==> config.mk <==
export PLATFORM = sky130hd
export DESIGN_NAME = nearest_neighbor_downscaler
export DESIGN_NICKNAME = d
export VERILOG_FILES = /design/src/hdl/nnd_pkg.sv /design/src/hdl/nnd_front.sv /design/src/hdl/nnd_queue.sv /design/src/hdl/nnd_back.sv /design/src/hdl/nearest_neighbor_downscaler.sv
export SDC_FILE = /design/constraint.sdc
export NUM_CORES = 1
export LEC_CHECK = 0
export BUFFER_PORTS_ARGS = -buffer_cell sky130_fd_sc_hd__buf_4
export CAP_MARGIN = 15
export CORE_MARGIN = 1
export CORE_UTILIZATION = 55
export DETAILED_ROUTE_END_ITERATION = 10
export PLACE_DENSITY_LB_ADDON = 0.15
export SETUP_SLACK_MARGIN = 0.15
export SYNTH_ARGS = -nofsm -noshare
export SYNTH_HDL_FRONTEND = slang
export SYNTH_SLANG_ARGS = --single-unit
==> constraint.sdc <==
create_clock -name clock -period 10.7 [get_ports clock]
set_clock_uncertainty 0.1 [all_clocks]
set_input_delay 0.535 -clock clock [delete_from_list [all_inputs] [get_ports clock]]
set_output_delay 0.535 -clock clock [all_outputs]
set_load 0.1 [all_outputs]
==> src/hdl/nnd_pkg.sv <==
`timescale 1ns / 1ps

package nnd_pkg;

   localparam int MAX_DIMENSION = 1024;
   localparam int MAX_PLANES    = 1024;

   localparam int CFG_W       = 11;
   localparam int COORD_W     = 10;
   localparam int VALUE_W     = 64;
   localparam int CSR_INDEX_W = 3;

   localparam int QUEUE_DEPTH = 4;
   localparam int QUEUE_PTR_W = $clog2(QUEUE_DEPTH);
   localparam int QUEUE_CNT_W = QUEUE_PTR_W + 1;

   typedef enum logic [CSR_INDEX_W-1:0] {
      REG_SRC_WIDTH     = 3'd0,
      REG_SRC_HEIGHT    = 3'd1,
      REG_DST_WIDTH     = 3'd2,
      REG_DST_HEIGHT    = 3'd3,
      REG_CHANNEL_COUNT = 3'd4
   } csr_index_type;

   localparam logic [CFG_W-1:0] RESET_SRC_WIDTH     = CFG_W'(112);
   localparam logic [CFG_W-1:0] RESET_SRC_HEIGHT    = CFG_W'(112);
   localparam logic [CFG_W-1:0] RESET_DST_WIDTH     = CFG_W'(56);
   localparam logic [CFG_W-1:0] RESET_DST_HEIGHT    = CFG_W'(56);
   localparam logic [CFG_W-1:0] RESET_CHANNEL_COUNT = CFG_W'(64);

   typedef struct packed {
      logic signed [VALUE_W-1:0] value;
      logic [COORD_W-1:0]        column;
      logic [COORD_W-1:0]        row;
      logic [COORD_W-1:0]        channel;
      logic                      frame_last;
   } result_type;

   typedef struct packed {
      logic full;
      logic empty;
   } queue_status_type;

   // Zero acts as one, anything above the limit acts as the limit.
   function automatic logic [CFG_W-1:0] clamp_size(input logic [CFG_W-1:0] v,
                                                   input logic [CFG_W-1:0] hi);
      logic [CFG_W-1:0] r;
      if (v == '0) begin
         r = CFG_W'(1);
      end else if (v > hi) begin
         r = hi;
      end else begin
         r = v;
      end
      return r;
   endfunction

endpackage

==> src/hdl/nnd_front.sv <==
`timescale 1ns / 1ps

module nnd_front (
   input  logic                                 clock,
   input  logic                                 reset,
   input  logic                                 csr_valid,
   output logic                                 csr_ready,
   input  logic [nnd_pkg::CSR_INDEX_W-1:0]      csr_index,
   input  logic [nnd_pkg::CFG_W-1:0]            csr_wdata,
   input  logic                                 req_valid,
   output logic                                 req_stall,
   input  logic signed [nnd_pkg::VALUE_W-1:0]   req_pixel_value,
   input  nnd_pkg::queue_status_type            queue_status,
   output logic                                 push,
   output nnd_pkg::result_type                  push_item
);
   import nnd_pkg::*;

   logic [CFG_W-1:0]   src_width_ff, src_height_ff, dst_width_ff, dst_height_ff;
   logic [CFG_W-1:0]   channel_count_ff;

   logic [COORD_W-1:0] in_column_ff, in_column_in;
   logic [COORD_W-1:0] in_row_ff, in_row_in;
   logic [COORD_W-1:0] in_plane_ff, in_plane_in;
   logic [CFG_W-1:0]   col_rem_ff, col_rem_in;
   logic [CFG_W-1:0]   row_rem_ff, row_rem_in;
   logic [COORD_W-1:0] next_col_ff, next_col_in;
   logic [COORD_W-1:0] next_row_ff, next_row_in;
   logic               row_taken_ff, row_taken_in;

   logic [CFG_W-1:0]   sw, sh, dw, dh, ch;
   logic               accept, col_sel, row_end, plane_end, frame_end;
   logic [CFG_W-1:0]   col_rem_step, row_rem_step;

   assign csr_ready = 1'b1;

   always_ff @(posedge clock) begin
      if (reset) begin
         src_width_ff     <= RESET_SRC_WIDTH;
         src_height_ff    <= RESET_SRC_HEIGHT;
         dst_width_ff     <= RESET_DST_WIDTH;
         dst_height_ff    <= RESET_DST_HEIGHT;
         channel_count_ff <= RESET_CHANNEL_COUNT;
      end else if (csr_valid && csr_ready) begin
         case (csr_index)
            REG_SRC_WIDTH:     src_width_ff     <= csr_wdata;
            REG_SRC_HEIGHT:    src_height_ff    <= csr_wdata;
            REG_DST_WIDTH:     dst_width_ff     <= csr_wdata;
            REG_DST_HEIGHT:    dst_height_ff    <= csr_wdata;
            REG_CHANNEL_COUNT: channel_count_ff <= csr_wdata;
            default: ;
         endcase
      end
   end

   always_comb begin
      sw = clamp_size(src_width_ff, CFG_W'(MAX_DIMENSION));
      sh = clamp_size(src_height_ff, CFG_W'(MAX_DIMENSION));
      dw = clamp_size(dst_width_ff, sw);
      dh = clamp_size(dst_height_ff, sh);
      ch = clamp_size(channel_count_ff, CFG_W'(MAX_PLANES));
   end

   assign req_stall = queue_status.full;
   assign accept    = req_valid && !req_stall;

   // Remainder is d*S - x*D; a source coordinate is picked while it is below D.
   assign col_sel      = col_rem_ff < dw;
   assign col_rem_step = col_rem_ff + (col_sel ? sw : '0) - dw;
   assign row_rem_step = row_rem_ff + (row_taken_ff ? sh : '0) - dh;
   assign row_end      = ({1'b0, in_column_ff} + CFG_W'(1)) >= sw;
   assign plane_end    = ({1'b0, in_row_ff} + CFG_W'(1)) >= sh;
   assign frame_end    = ({1'b0, in_plane_ff} + CFG_W'(1)) >= ch;

   assign push = accept && col_sel && row_taken_ff;

   always_comb begin
      push_item.value      = req_pixel_value;
      push_item.column     = next_col_ff;
      push_item.row        = next_row_ff;
      push_item.channel    = in_plane_ff;
      push_item.frame_last = (({1'b0, in_plane_ff} + CFG_W'(1)) == ch) &&
                             (({1'b0, next_row_ff} + CFG_W'(1)) == dh) &&
                             (({1'b0, next_col_ff} + CFG_W'(1)) == dw);
   end

   always_comb begin
      in_column_in = in_column_ff;
      in_row_in    = in_row_ff;
      in_plane_in  = in_plane_ff;
      col_rem_in   = col_rem_ff;
      row_rem_in   = row_rem_ff;
      next_col_in  = next_col_ff;
      next_row_in  = next_row_ff;
      row_taken_in = row_taken_ff;
      if (accept) begin
         if (row_end) begin
            in_column_in = '0;
            col_rem_in   = '0;
            next_col_in  = '0;
            if (plane_end) begin
               in_row_in   = '0;
               row_rem_in  = '0;
               next_row_in = '0;
               in_plane_in = frame_end ? '0 : in_plane_ff + COORD_W'(1);
            end else begin
               in_row_in   = in_row_ff + COORD_W'(1);
               row_rem_in  = row_rem_step;
               next_row_in = next_row_ff + COORD_W'(row_taken_ff);
            end
            row_taken_in = row_rem_in < dh;
         end else begin
            in_column_in = in_column_ff + COORD_W'(1);
            col_rem_in   = col_rem_step;
            next_col_in  = next_col_ff + COORD_W'(col_sel);
         end
      end
   end

   always_ff @(posedge clock) begin
      if (reset) begin
         in_column_ff <= '0;
         in_row_ff    <= '0;
         in_plane_ff  <= '0;
         col_rem_ff   <= '0;
         row_rem_ff   <= '0;
         next_col_ff  <= '0;
         next_row_ff  <= '0;
         row_taken_ff <= 1'b1;
      end else begin
         in_column_ff <= in_column_in;
         in_row_ff    <= in_row_in;
         in_plane_ff  <= in_plane_in;
         col_rem_ff   <= col_rem_in;
         row_rem_ff   <= row_rem_in;
         next_col_ff  <= next_col_in;
         next_row_ff  <= next_row_in;
         row_taken_ff <= row_taken_in;
      end
   end

endmodule

==> src/hdl/nnd_queue.sv <==
`timescale 1ns / 1ps

module nnd_queue (
   input  logic                      clock,
   input  logic                      reset,
   input  logic                      push,
   input  nnd_pkg::result_type       push_item,
   input  logic                      pop,
   output nnd_pkg::queue_status_type status,
   output nnd_pkg::result_type       head
);
   import nnd_pkg::*;

   result_type             entries_ff [QUEUE_DEPTH];
   logic [QUEUE_PTR_W-1:0] wr_ptr_ff, wr_ptr_in;
   logic [QUEUE_PTR_W-1:0] rd_ptr_ff, rd_ptr_in;
   logic [QUEUE_CNT_W-1:0] count_ff, count_in;
   logic                   do_push, do_pop;

   assign status.full  = count_ff == QUEUE_CNT_W'(QUEUE_DEPTH);
   assign status.empty = count_ff == '0;
   assign do_push      = push && !status.full;
   assign do_pop       = pop && !status.empty;
   assign head         = entries_ff[rd_ptr_ff];

   always_comb begin
      wr_ptr_in = wr_ptr_ff + QUEUE_PTR_W'(do_push);
      rd_ptr_in = rd_ptr_ff + QUEUE_PTR_W'(do_pop);
      count_in  = count_ff + QUEUE_CNT_W'(do_push) - QUEUE_CNT_W'(do_pop);
   end

   always_ff @(posedge clock) begin
      if (reset) begin
         wr_ptr_ff <= '0;
         rd_ptr_ff <= '0;
         count_ff  <= '0;
      end else begin
         wr_ptr_ff <= wr_ptr_in;
         rd_ptr_ff <= rd_ptr_in;
         count_ff  <= count_in;
      end
   end

   always_ff @(posedge clock) begin
      if (do_push) begin
         entries_ff[wr_ptr_ff] <= push_item;
      end
   end

endmodule

==> src/hdl/nnd_back.sv <==
`timescale 1ns / 1ps

module nnd_back (
   input  logic                               clock,
   input  logic                               reset,
   input  nnd_pkg::queue_status_type          queue_status,
   input  nnd_pkg::result_type                head,
   output logic                               pop,
   output logic                               rsp_valid,
   input  logic                               rsp_stall,
   output logic signed [nnd_pkg::VALUE_W-1:0] rsp_out_value,
   output logic [nnd_pkg::COORD_W-1:0]        rsp_out_column,
   output logic [nnd_pkg::COORD_W-1:0]        rsp_out_row,
   output logic [nnd_pkg::COORD_W-1:0]        rsp_out_channel,
   output logic                               rsp_frame_last
);
   import nnd_pkg::*;

   logic       rsp_valid_ff, rsp_valid_in;
   result_type rsp_item_ff;
   logic       load;

   // Output register refills whenever it is empty or its beat is being taken.
   assign load = !rsp_valid_ff || !rsp_stall;
   assign pop  = load && !queue_status.empty;

   always_comb begin
      rsp_valid_in = rsp_valid_ff;
      if (load) begin
         rsp_valid_in = !queue_status.empty;
      end
   end

   always_ff @(posedge clock) begin
      if (reset) begin
         rsp_valid_ff <= 1'b0;
      end else begin
         rsp_valid_ff <= rsp_valid_in;
      end
   end

   always_ff @(posedge clock) begin
      if (pop) begin
         rsp_item_ff <= head;
      end
   end

   assign rsp_valid       = rsp_valid_ff;
   assign rsp_out_value   = rsp_item_ff.value;
   assign rsp_out_column  = rsp_item_ff.column;
   assign rsp_out_row     = rsp_item_ff.row;
   assign rsp_out_channel = rsp_item_ff.channel;
   assign rsp_frame_last  = rsp_item_ff.frame_last;

endmodule

==> src/hdl/nearest_neighbor_downscaler.sv <==
`timescale 1ns / 1ps
// Nearest-neighbor downscaler for planar multi-channel images.
// req_*: one source pixel per beat, plane by plane, rows in order, columns in order.
// rsp_*: one beat per picked pixel with its destination column, row and channel;
//   rsp_frame_last marks the final destination pixel of the last plane.
// csr_*: register writes (0 src_width, 1 src_height, 2 dst_width, 3 dst_height,
//   4 channel_count); write only while the block is idle. csr_ready is always high.
// Zero sizes act as one; sizes clamp to 1024 and the destination to the source.
// Throughput: one pixel per cycle in while req_stall is low, one result per cycle
//   out while rsp_stall is low. The front keeps per-axis remainder accumulators
//   (one add, compare, subtract per beat) and pushes picked pixels into a four-entry
//   queue; the back drains it into an output register that drives rsp_*.
//   A picked pixel enters the queue when accepted, then moves into that register.
// Stall: a stalled rsp beat holds; the queue absorbs up to four more picks and
//   req_stall rises only when it is full.
// Reset (synchronous): registers return to 112/112/56/56/64, the frame position
//   restarts at pixel zero and queued results are dropped.
module nearest_neighbor_downscaler (
   input  logic                               clock,
   input  logic                               reset,
   input  logic                               csr_valid,
   output logic                               csr_ready,
   input  logic [nnd_pkg::CSR_INDEX_W-1:0]    csr_index,
   input  logic [nnd_pkg::CFG_W-1:0]          csr_wdata,
   input  logic                               req_valid,
   output logic                               req_stall,
   input  logic signed [nnd_pkg::VALUE_W-1:0] req_pixel_value,
   output logic                               rsp_valid,
   input  logic                               rsp_stall,
   output logic signed [nnd_pkg::VALUE_W-1:0] rsp_out_value,
   output logic [nnd_pkg::COORD_W-1:0]        rsp_out_column,
   output logic [nnd_pkg::COORD_W-1:0]        rsp_out_row,
   output logic [nnd_pkg::COORD_W-1:0]        rsp_out_channel,
   output logic                               rsp_frame_last
);
   import nnd_pkg::*;

   queue_status_type queue_status;
   result_type       push_item, head;
   logic             push, pop;

   nnd_front u_front (
      .clock           (clock),
      .reset           (reset),
      .csr_valid       (csr_valid),
      .csr_ready       (csr_ready),
      .csr_index       (csr_index),
      .csr_wdata       (csr_wdata),
      .req_valid       (req_valid),
      .req_stall       (req_stall),
      .req_pixel_value (req_pixel_value),
      .queue_status    (queue_status),
      .push            (push),
      .push_item       (push_item)
   );

   nnd_queue u_queue (
      .clock     (clock),
      .reset     (reset),
      .push      (push),
      .push_item (push_item),
      .pop       (pop),
      .status    (queue_status),
      .head      (head)
   );

   nnd_back u_back (
      .clock           (clock),
      .reset           (reset),
      .queue_status    (queue_status),
      .head            (head),
      .pop             (pop),
      .rsp_valid       (rsp_valid),
      .rsp_stall       (rsp_stall),
      .rsp_out_value   (rsp_out_value),
      .rsp_out_column  (rsp_out_column),
      .rsp_out_row     (rsp_out_row),
      .rsp_out_channel (rsp_out_channel),
      .rsp_frame_last  (rsp_frame_last)
   );

endmodule

Word level (Yosys, flattened, before mapping)
Memories as Yosys holds them, arrays and structs flattened. A register that Yosys moved wholly into a read port is not among the register bits.
Index checks and enable logic that the tools add are counted.
{ "totals": {"latchBits": 0, "ram_bits": 380, "memories": 1, "out_inout_bits": 98, "mem_bits_ro": 0, "register_bits": 136} }
{ "op_classes": {"bitwise_logic": 0, "n_eq_ne": 8, "n_mux": 23, "div_mod_pow": 0, "n_mul": 0, "addsub": 18, "reduce_logical": 27, "n_lt_le_gt_ge": 10, "shifts": 0} }
{ "mem_list": {"columns": ["name", "depth", "word_bits", "rd", "rd_ports_with_merged_regs", "write_ports", "line", "text"], "rows": [
  ["u_queue.entries_ff", 4, 95, 1, 1, 1, "nnd_queue.sv:14", "result_type entries_ff [QUEUE_DEPTH];"]
]} }
{ "ops": {"columns": ["operator", "n"], "rows": [
  ["2-to-1 mux 11 bit", 16],
  ["adder 10 x 1 -> 11 bit (second input constant)", 5],
  ["logical NOT 11 bit", 5],
  ["2-to-1 mux 10 bit", 5],
  ["== test 11 bit", 3],
  ["greater-or-equal comparator 11 bit", 3],
  ["> comparator 11 bit (second input constant)", 3],
  ["adder 10 x 1 -> 10 bit (second input constant)", 3],
  ["adder 11 bit", 2],
  ["> comparator 11 bit", 2],
  ["< comparator 11 bit", 2],
  ["subtractor 11 bit", 2],
  ["adder 10 x 1 -> 10 bit", 2],
  ["AND reduction 2 bit", 6],
  ["logical AND 1 bit", 8],
  ["== test 3 x 2 -> 1 bit (second input constant)", 2],
  ["== test 3 bit (second input constant)", 2],
  ["logical NOT 3 bit", 2],
  ["adder 2 x 1 -> 2 bit", 2],
  ["logical NOT 1 bit", 4],
  ["adder 3 x 1 -> 3 bit", 1],
  ["== test 3 x 1 -> 1 bit (second input constant)", 1],
  ["AND reduction 3 bit", 1],
  ["subtractor 3 x 1 -> 3 bit", 1],
  ["other kinds (2)", 3]
]} }

Depth between registers and ports, before layout
{ "logic_depth": {"depth_word": 12, "mapped_depth": 35} }

Hierarchy
From an unflattened synthesis, not the netlist that was laid out.
{ "hier_totals": {"hier_cells": 1952, "area_unflattened_um2": 27188.6} }
{ "by_module_without_submodules": {"columns": ["module", "seq_area_each_um2", "n_inst", "cells_per_inst", "area_each_um2"], "rows": [
  ["nnd_queue", 11551.1, 1, 532, 14054.7],
  ["nnd_front", 2562.5, 1, 1321, 10243.6],
  ["nnd_back", 2872.8, 1, 99, 2890.3]
]} }

Worst setup path after synthesis
OpenSTA, ideal clock, no wires.
{ "synth_path": {"kind": "register to register", "from": "register u_front.src_width_ff[10]", "to": "memory u_queue.entries_ff[1][0] in the netlist's numbering, enable pin", "setup_ns": 0.685, "required_time_ns": 9.915, "stages_incl_launch_ff": 19, "path_slack_ns": -0.570, "n_path_buf": 1, "arrival_ns": 10.485, "path_cell_list": "dfxtp_1 -> clkinv_1 -> clkbuf_1 -> ha_1 -> nand4_2 -> a21oi_1 -> nor3_4 -> a21boi_4 -> mux2_1 -> inv_1 -> ha_1 -> nor2b_1 -> o21a_1 -> o21a_1 -> o21ai_0 -> a21oi_1 -> nor2_1 -> nand3_1 -> nor3b_1"} }
{ "synth_via": {"elab_chain_cells": 12, "word_cells_on_any_way": 13, "cone_classes": "order compare (3); mux (6); reduce/logical (4)"} }
{ "synth_rtl": {"columns": ["item", "line", "text"], "rows": [
  ["start, declared", "nnd_front.sv:19", "logic [CFG_W-1:0] src_width_ff, src_height_ff, dst_width_ff, dst_height_ff;"],
  ["start signal, assigned", "nnd_front.sv:46", "REG_SRC_WIDTH: src_width_ff <= csr_wdata;"],
  ["> comparator 11 bit", "nnd_pkg.sv:50", "end else if (v > hi) begin"],
  ["2-to-1 mux 11 bit", "nnd_pkg.sv:50", null],
  ["2-to-1 mux 11 bit (*)", "nnd_pkg.sv:48", "if (v == '0) begin"],
  ["> comparator 11 bit", "nnd_pkg.sv:50", null],
  ["2-to-1 mux 11 bit (*)", "nnd_pkg.sv:50", null],
  ["2-to-1 mux 11 bit (*)", "nnd_pkg.sv:48", null],
  ["< comparator 11 bit (*)", "nnd_front.sv:68", "assign col_sel = col_rem_ff < dw;"],
  ["logical AND 1 bit (*) (2 in series)", "nnd_front.sv:75", "assign push = accept && col_sel && row_taken_ff;"],
  ["logical AND 1 bit (*)", "nnd_queue.sv:22", "assign do_push = push && !status.full;"],
  ["2-to-1 mux 1 bit (*)", "nnd_queue.sv:45", "if (do_push) begin"],
  ["2-to-1 mux 1 bit (not written as such) (*)", "nnd_queue.sv:46", "entries_ff[wr_ptr_ff] <= push_item;"],
  ["end, declared", "nnd_queue.sv:14", null]
]} }
Mark *: on every way between the ends. The rest lies on a longest branch, timed or not.

Final worst setup path
{ "layout_path": {"from": "register u_front.src_width_ff[10]", "to": "register u_front.col_rem_ff[10]"} }
{ "layout_via": {"elab_chain_cells": 11, "word_cells_on_any_way": 13, "cone_classes": "add/sub (2); order compare (4); mux (6); reduce/logical (1)"} }
{ "layout_rtl": {"columns": ["item", "line", "text"], "rows": [
  ["> comparator 11 bit", "nnd_pkg.sv:50", null],
  ["2-to-1 mux 11 bit", "nnd_pkg.sv:50", null],
  ["2-to-1 mux 11 bit (*)", "nnd_pkg.sv:48", null],
  ["> comparator 11 bit", "nnd_pkg.sv:50", null],
  ["2-to-1 mux 11 bit", "nnd_pkg.sv:50", null],
  ["2-to-1 mux 11 bit", "nnd_pkg.sv:48", null],
  ["< comparator 11 bit", "nnd_front.sv:68", null],
  ["2-to-1 mux 11 bit", "nnd_front.sv:69", "assign col_rem_step = col_rem_ff + (col_sel ? sw : '0) - dw;"],
  ["adder 11 bit", "nnd_front.sv:69", null],
  ["subtractor 11 bit", "nnd_front.sv:69", null],
  ["2-to-1 mux 11 bit (*)", "nnd_front.sv:97", "if (row_end) begin"],
  ["end signal, assigned", "nnd_front.sv:134", "col_rem_ff <= col_rem_in;"],
  ["end, declared", "nnd_front.sv:25", "logic [CFG_W-1:0] col_rem_ff, col_rem_in;"]
]} }
Marked as above.
A chain may end at the register's enable or synchronous reset.

==> out/qor.yml <==
status: "complete, no violations"
gr-usage-all-layers_pct: 23.83
slowest_stage: "nor2_1"
setup_tns_ps: 0
numCtsBuffers: 59
dp_cells: 2664
drt_pass1_iterations: 5
crit_path_start_kind: "register"
critPathKind: "reg -> reg"
final_cell_count_no_fill: 2838
hold_violations: 0
antenna_found_initial: 0
synthArstFlopShare_pct: 0
dp_hpwl_um: 37600
drt_wl_total_um: 58020
irDropWorstVdd_v: 0.0001730
cpPeakStageDelay_ps: 570
worst_slack_ps: 3107
ys_ff_latch: 611
combPwrFrac_pct: 36.5
path_delay_family: "compound AO/OA/AOI/OAI gates"
rsz0062_at_grt: "false"
root_buffer: "clkbuf_16"
critPathMaxFanout: 18
cts_sinks: 611
path_clk_slew_ps: 60
finalCriticalPeriod_ps: 7593
critPathCaptureType: "register"
min_period_over_period_pct: 70.96
slew_headroom_pct: 32.75
synth.avg_cell_area_um2: 13.88
p_per_area_nw_per_um2: 274.5
die_x_um: 222.8
port_buffers: 179
yosys_warnings: 0
n_antenna_cell: 0
seq_area_um2: 16990
syn_inst: 1932
netlist.area_leader.share_pct: 53.20
finalMaxSlewViolations: 0
place_ws_ps: 3208
htree_levels: 2
hp-class: "in -> reg"
start_util_pct: 55.92
fin_nets: 2388
fp.dieH_um: 222.8
power_leakage_uw: 0.01146
drt-vias-per-instance: 5.720
overflow: 0
clock_latency_ps: 620
wire_per_inst_um: 20.44
gp_congestion: 0.8790
core_um2: 47950
yosysSeqAreaShare_pct: 63.36
worstPathArrival_ps: 8040
power_frac_seq_pct: 38.5
synth_ff_type: "edfxtp_1"
post_cts_resized: 0
fmax_ghz: 0.1317
die-area_um2: 49630
final.fill_count: 3489
drive_above_1_share_pct: 18.49
synth.area.top_cells: "edfxtp_1 53%, dfxtp_1 10%, mux4_2 8.0%"
syn_area_um2: 26810
tightest_slew_ps: 1009
grt_pass1_vias: 16486
cpMostUsedCell: "ha_1"
cap_violations: 0
setup_violations: 0
netSwitchingFraction_pct: 38.88
switchingPower_uw: 3356
yosys.area.top_type: "edfxtp_1"
tritoncts: "yes"
postRouteAntennaNets: 0
grt_pass1_wl_um: 91430
via_count: 16234
grt_max_degree: 78
yosys.cell_types.count: 77
required_ps: 11150
layout_commonest_cell: "edfxtp_1"
io-pin-count: 181
cts_buffer_depth: 3
mostFrequentLayoutCells: "475 x edfxtp_1, 224 x nand2_1, 196 x buf_4"
syn_to_final_growth_pct: 17.31
clockPowerShare_pct: 24.9
drc: 0
p_int_uw: 5276
synth_edf_count: 475
postLayoutCoreUtil_pct: 65.59
synth_nets: 2146
drt-initial-drc-count: 1119
multi_input_area_um2: 9171
crit_buf_inv: 3
num_rows: 80
tightest hold or removal path, cell delays in order:
cell	delay [ps]
buf_4	120
nand2_1	50
nand3_1	70
kinds of logic after synthesis:
family / synth area share (%)
flops: 63.36
xor+xnor: 3.164
fa+ha+maj: 6.702
compound gates: 5.876
simple gates: 9.759
other cells: 0.01399
mux: 8.522
buf+inv: 2.604
Yosys cell counts (6+ instances only):
| cell type | count |
|---|---|
| edfxtp_1 | 475 |
| nand2_1 | 224 |
| dfxtp_1 | 136 |
| a21oi_1 | 124 |
| ha_1 | 110 |
| inv_1 | 96 |
| nor2_1 | 96 |
| mux4_2 | 95 |
| nand3_1 | 78 |
| clkbuf_1 | 62 |
| xor2_1 | 48 |
| xnor2_1 | 47 |
| o21ai_0 | 37 |
| nor3_1 | 34 |
| and3_1 | 21 |
| fa_1 | 21 |
| nand4_1 | 20 |
| nor2b_1 | 20 |
| buf_1 | 13 |
| nor4_1 | 13 |
| nand2b_1 | 12 |
| a21o_1 | 11 |
| mux2i_1 | 10 |
| nand3b_1 | 9 |
| a211oi_1 | 8 |
| or2_2 | 8 |
| and2_1 | 7 |
| o21a_1 | 7 |
| a31oi_1 | 6 |
stage by stage:
step,total power [µW],hold WS [ps],instance area [µm²]
floorplan,5845,331.9,26820
global placement,6490,341.4,28780
detailed placement,6535,350.1,28780
CTS,8713,57.76,31450
global route,8975,72.01,31450
finish,8632,93.38,31450
final cells by class:
type | count | area share (%)
clock inverters | 33 | 1.436
repair buffers | 260 | 6.716
well taps | 615 | 2.447
clock buffers | 77 | 5.009
inverters | 100 | 1.194
multi-input cells | 1142 | 29.16
flip-flops and latches | 611 | 54.04
power groups by stage:
| stage | registers (µW) | clock network (µW) | logic (µW) |
|---|---|---|---|
| 2_1_floorplan | 4750 | 0 | 1090 |
| 3_3_place_gp | 3360 | 0 | 3130 |
| 3_5_place_dp | 3380 | 0 | 3160 |
| 4_1_cts | 3330 | 2190 | 3190 |
| 5_1_grt | 3370 | 2280 | 3320 |
| 6_report | 3320 | 2150 | 3150 |
layer usage:
metal,vias up,GRT usage (%),routed length [µm]
li1,7667,-,-
met1,8072,32.27,25490
met2,413,40.31,28510
met3,82,4.020,2978
met4,0,5.651,1036
met5,-,0,0
registers in the layout, summed over array words and instances, names as in the netlist, 2 cells and up:
signal                    cells
u_front.next_col_ff          10
u_front.in_column_ff         10
u_front.dst_width_ff         11
u_back.rsp_out_value         64
u_front.col_rem_ff           11
u_front.row_rem_ff           11
u_queue.wr_ptr_ff             2
u_back.rsp_out_column        10
u_front.in_plane_ff          10
u_front.src_height_ff        11
u_front.dst_height_ff        11
u_front.src_width_ff         11
u_back.rsp_out_channel       10
u_queue.entries_ff          380
u_queue.rd_ptr_ff             2
u_queue.count_ff              3
u_front.in_row_ff            10
u_front.channel_count_ff     11
u_back.rsp_out_row           10
u_front.next_row_ff          10
timing repair:
item | in CTS | in global routing
hold buffers | 64 | 0
buffers inserted | 0 | 0
endpoints found under the hold margin | 253 | 0
final timing paths:
kind                            startpoint                 endpoint  slack (ps)  cells past startpoint
hold / removal                csr_wdata[5]  u_front.src_width_ff[5]          90                      3
setup / recovery  u_front.src_width_ff[10]   u_front.col_rem_ff[10]        3110                     28
setup reg to reg  u_front.src_width_ff[10]   u_front.col_rem_ff[10]        3110                     28
hold reg to reg      u_front.row_rem_ff[3]    u_front.row_rem_ff[3]         360                      2
Power figures use the tool's default switching activity.
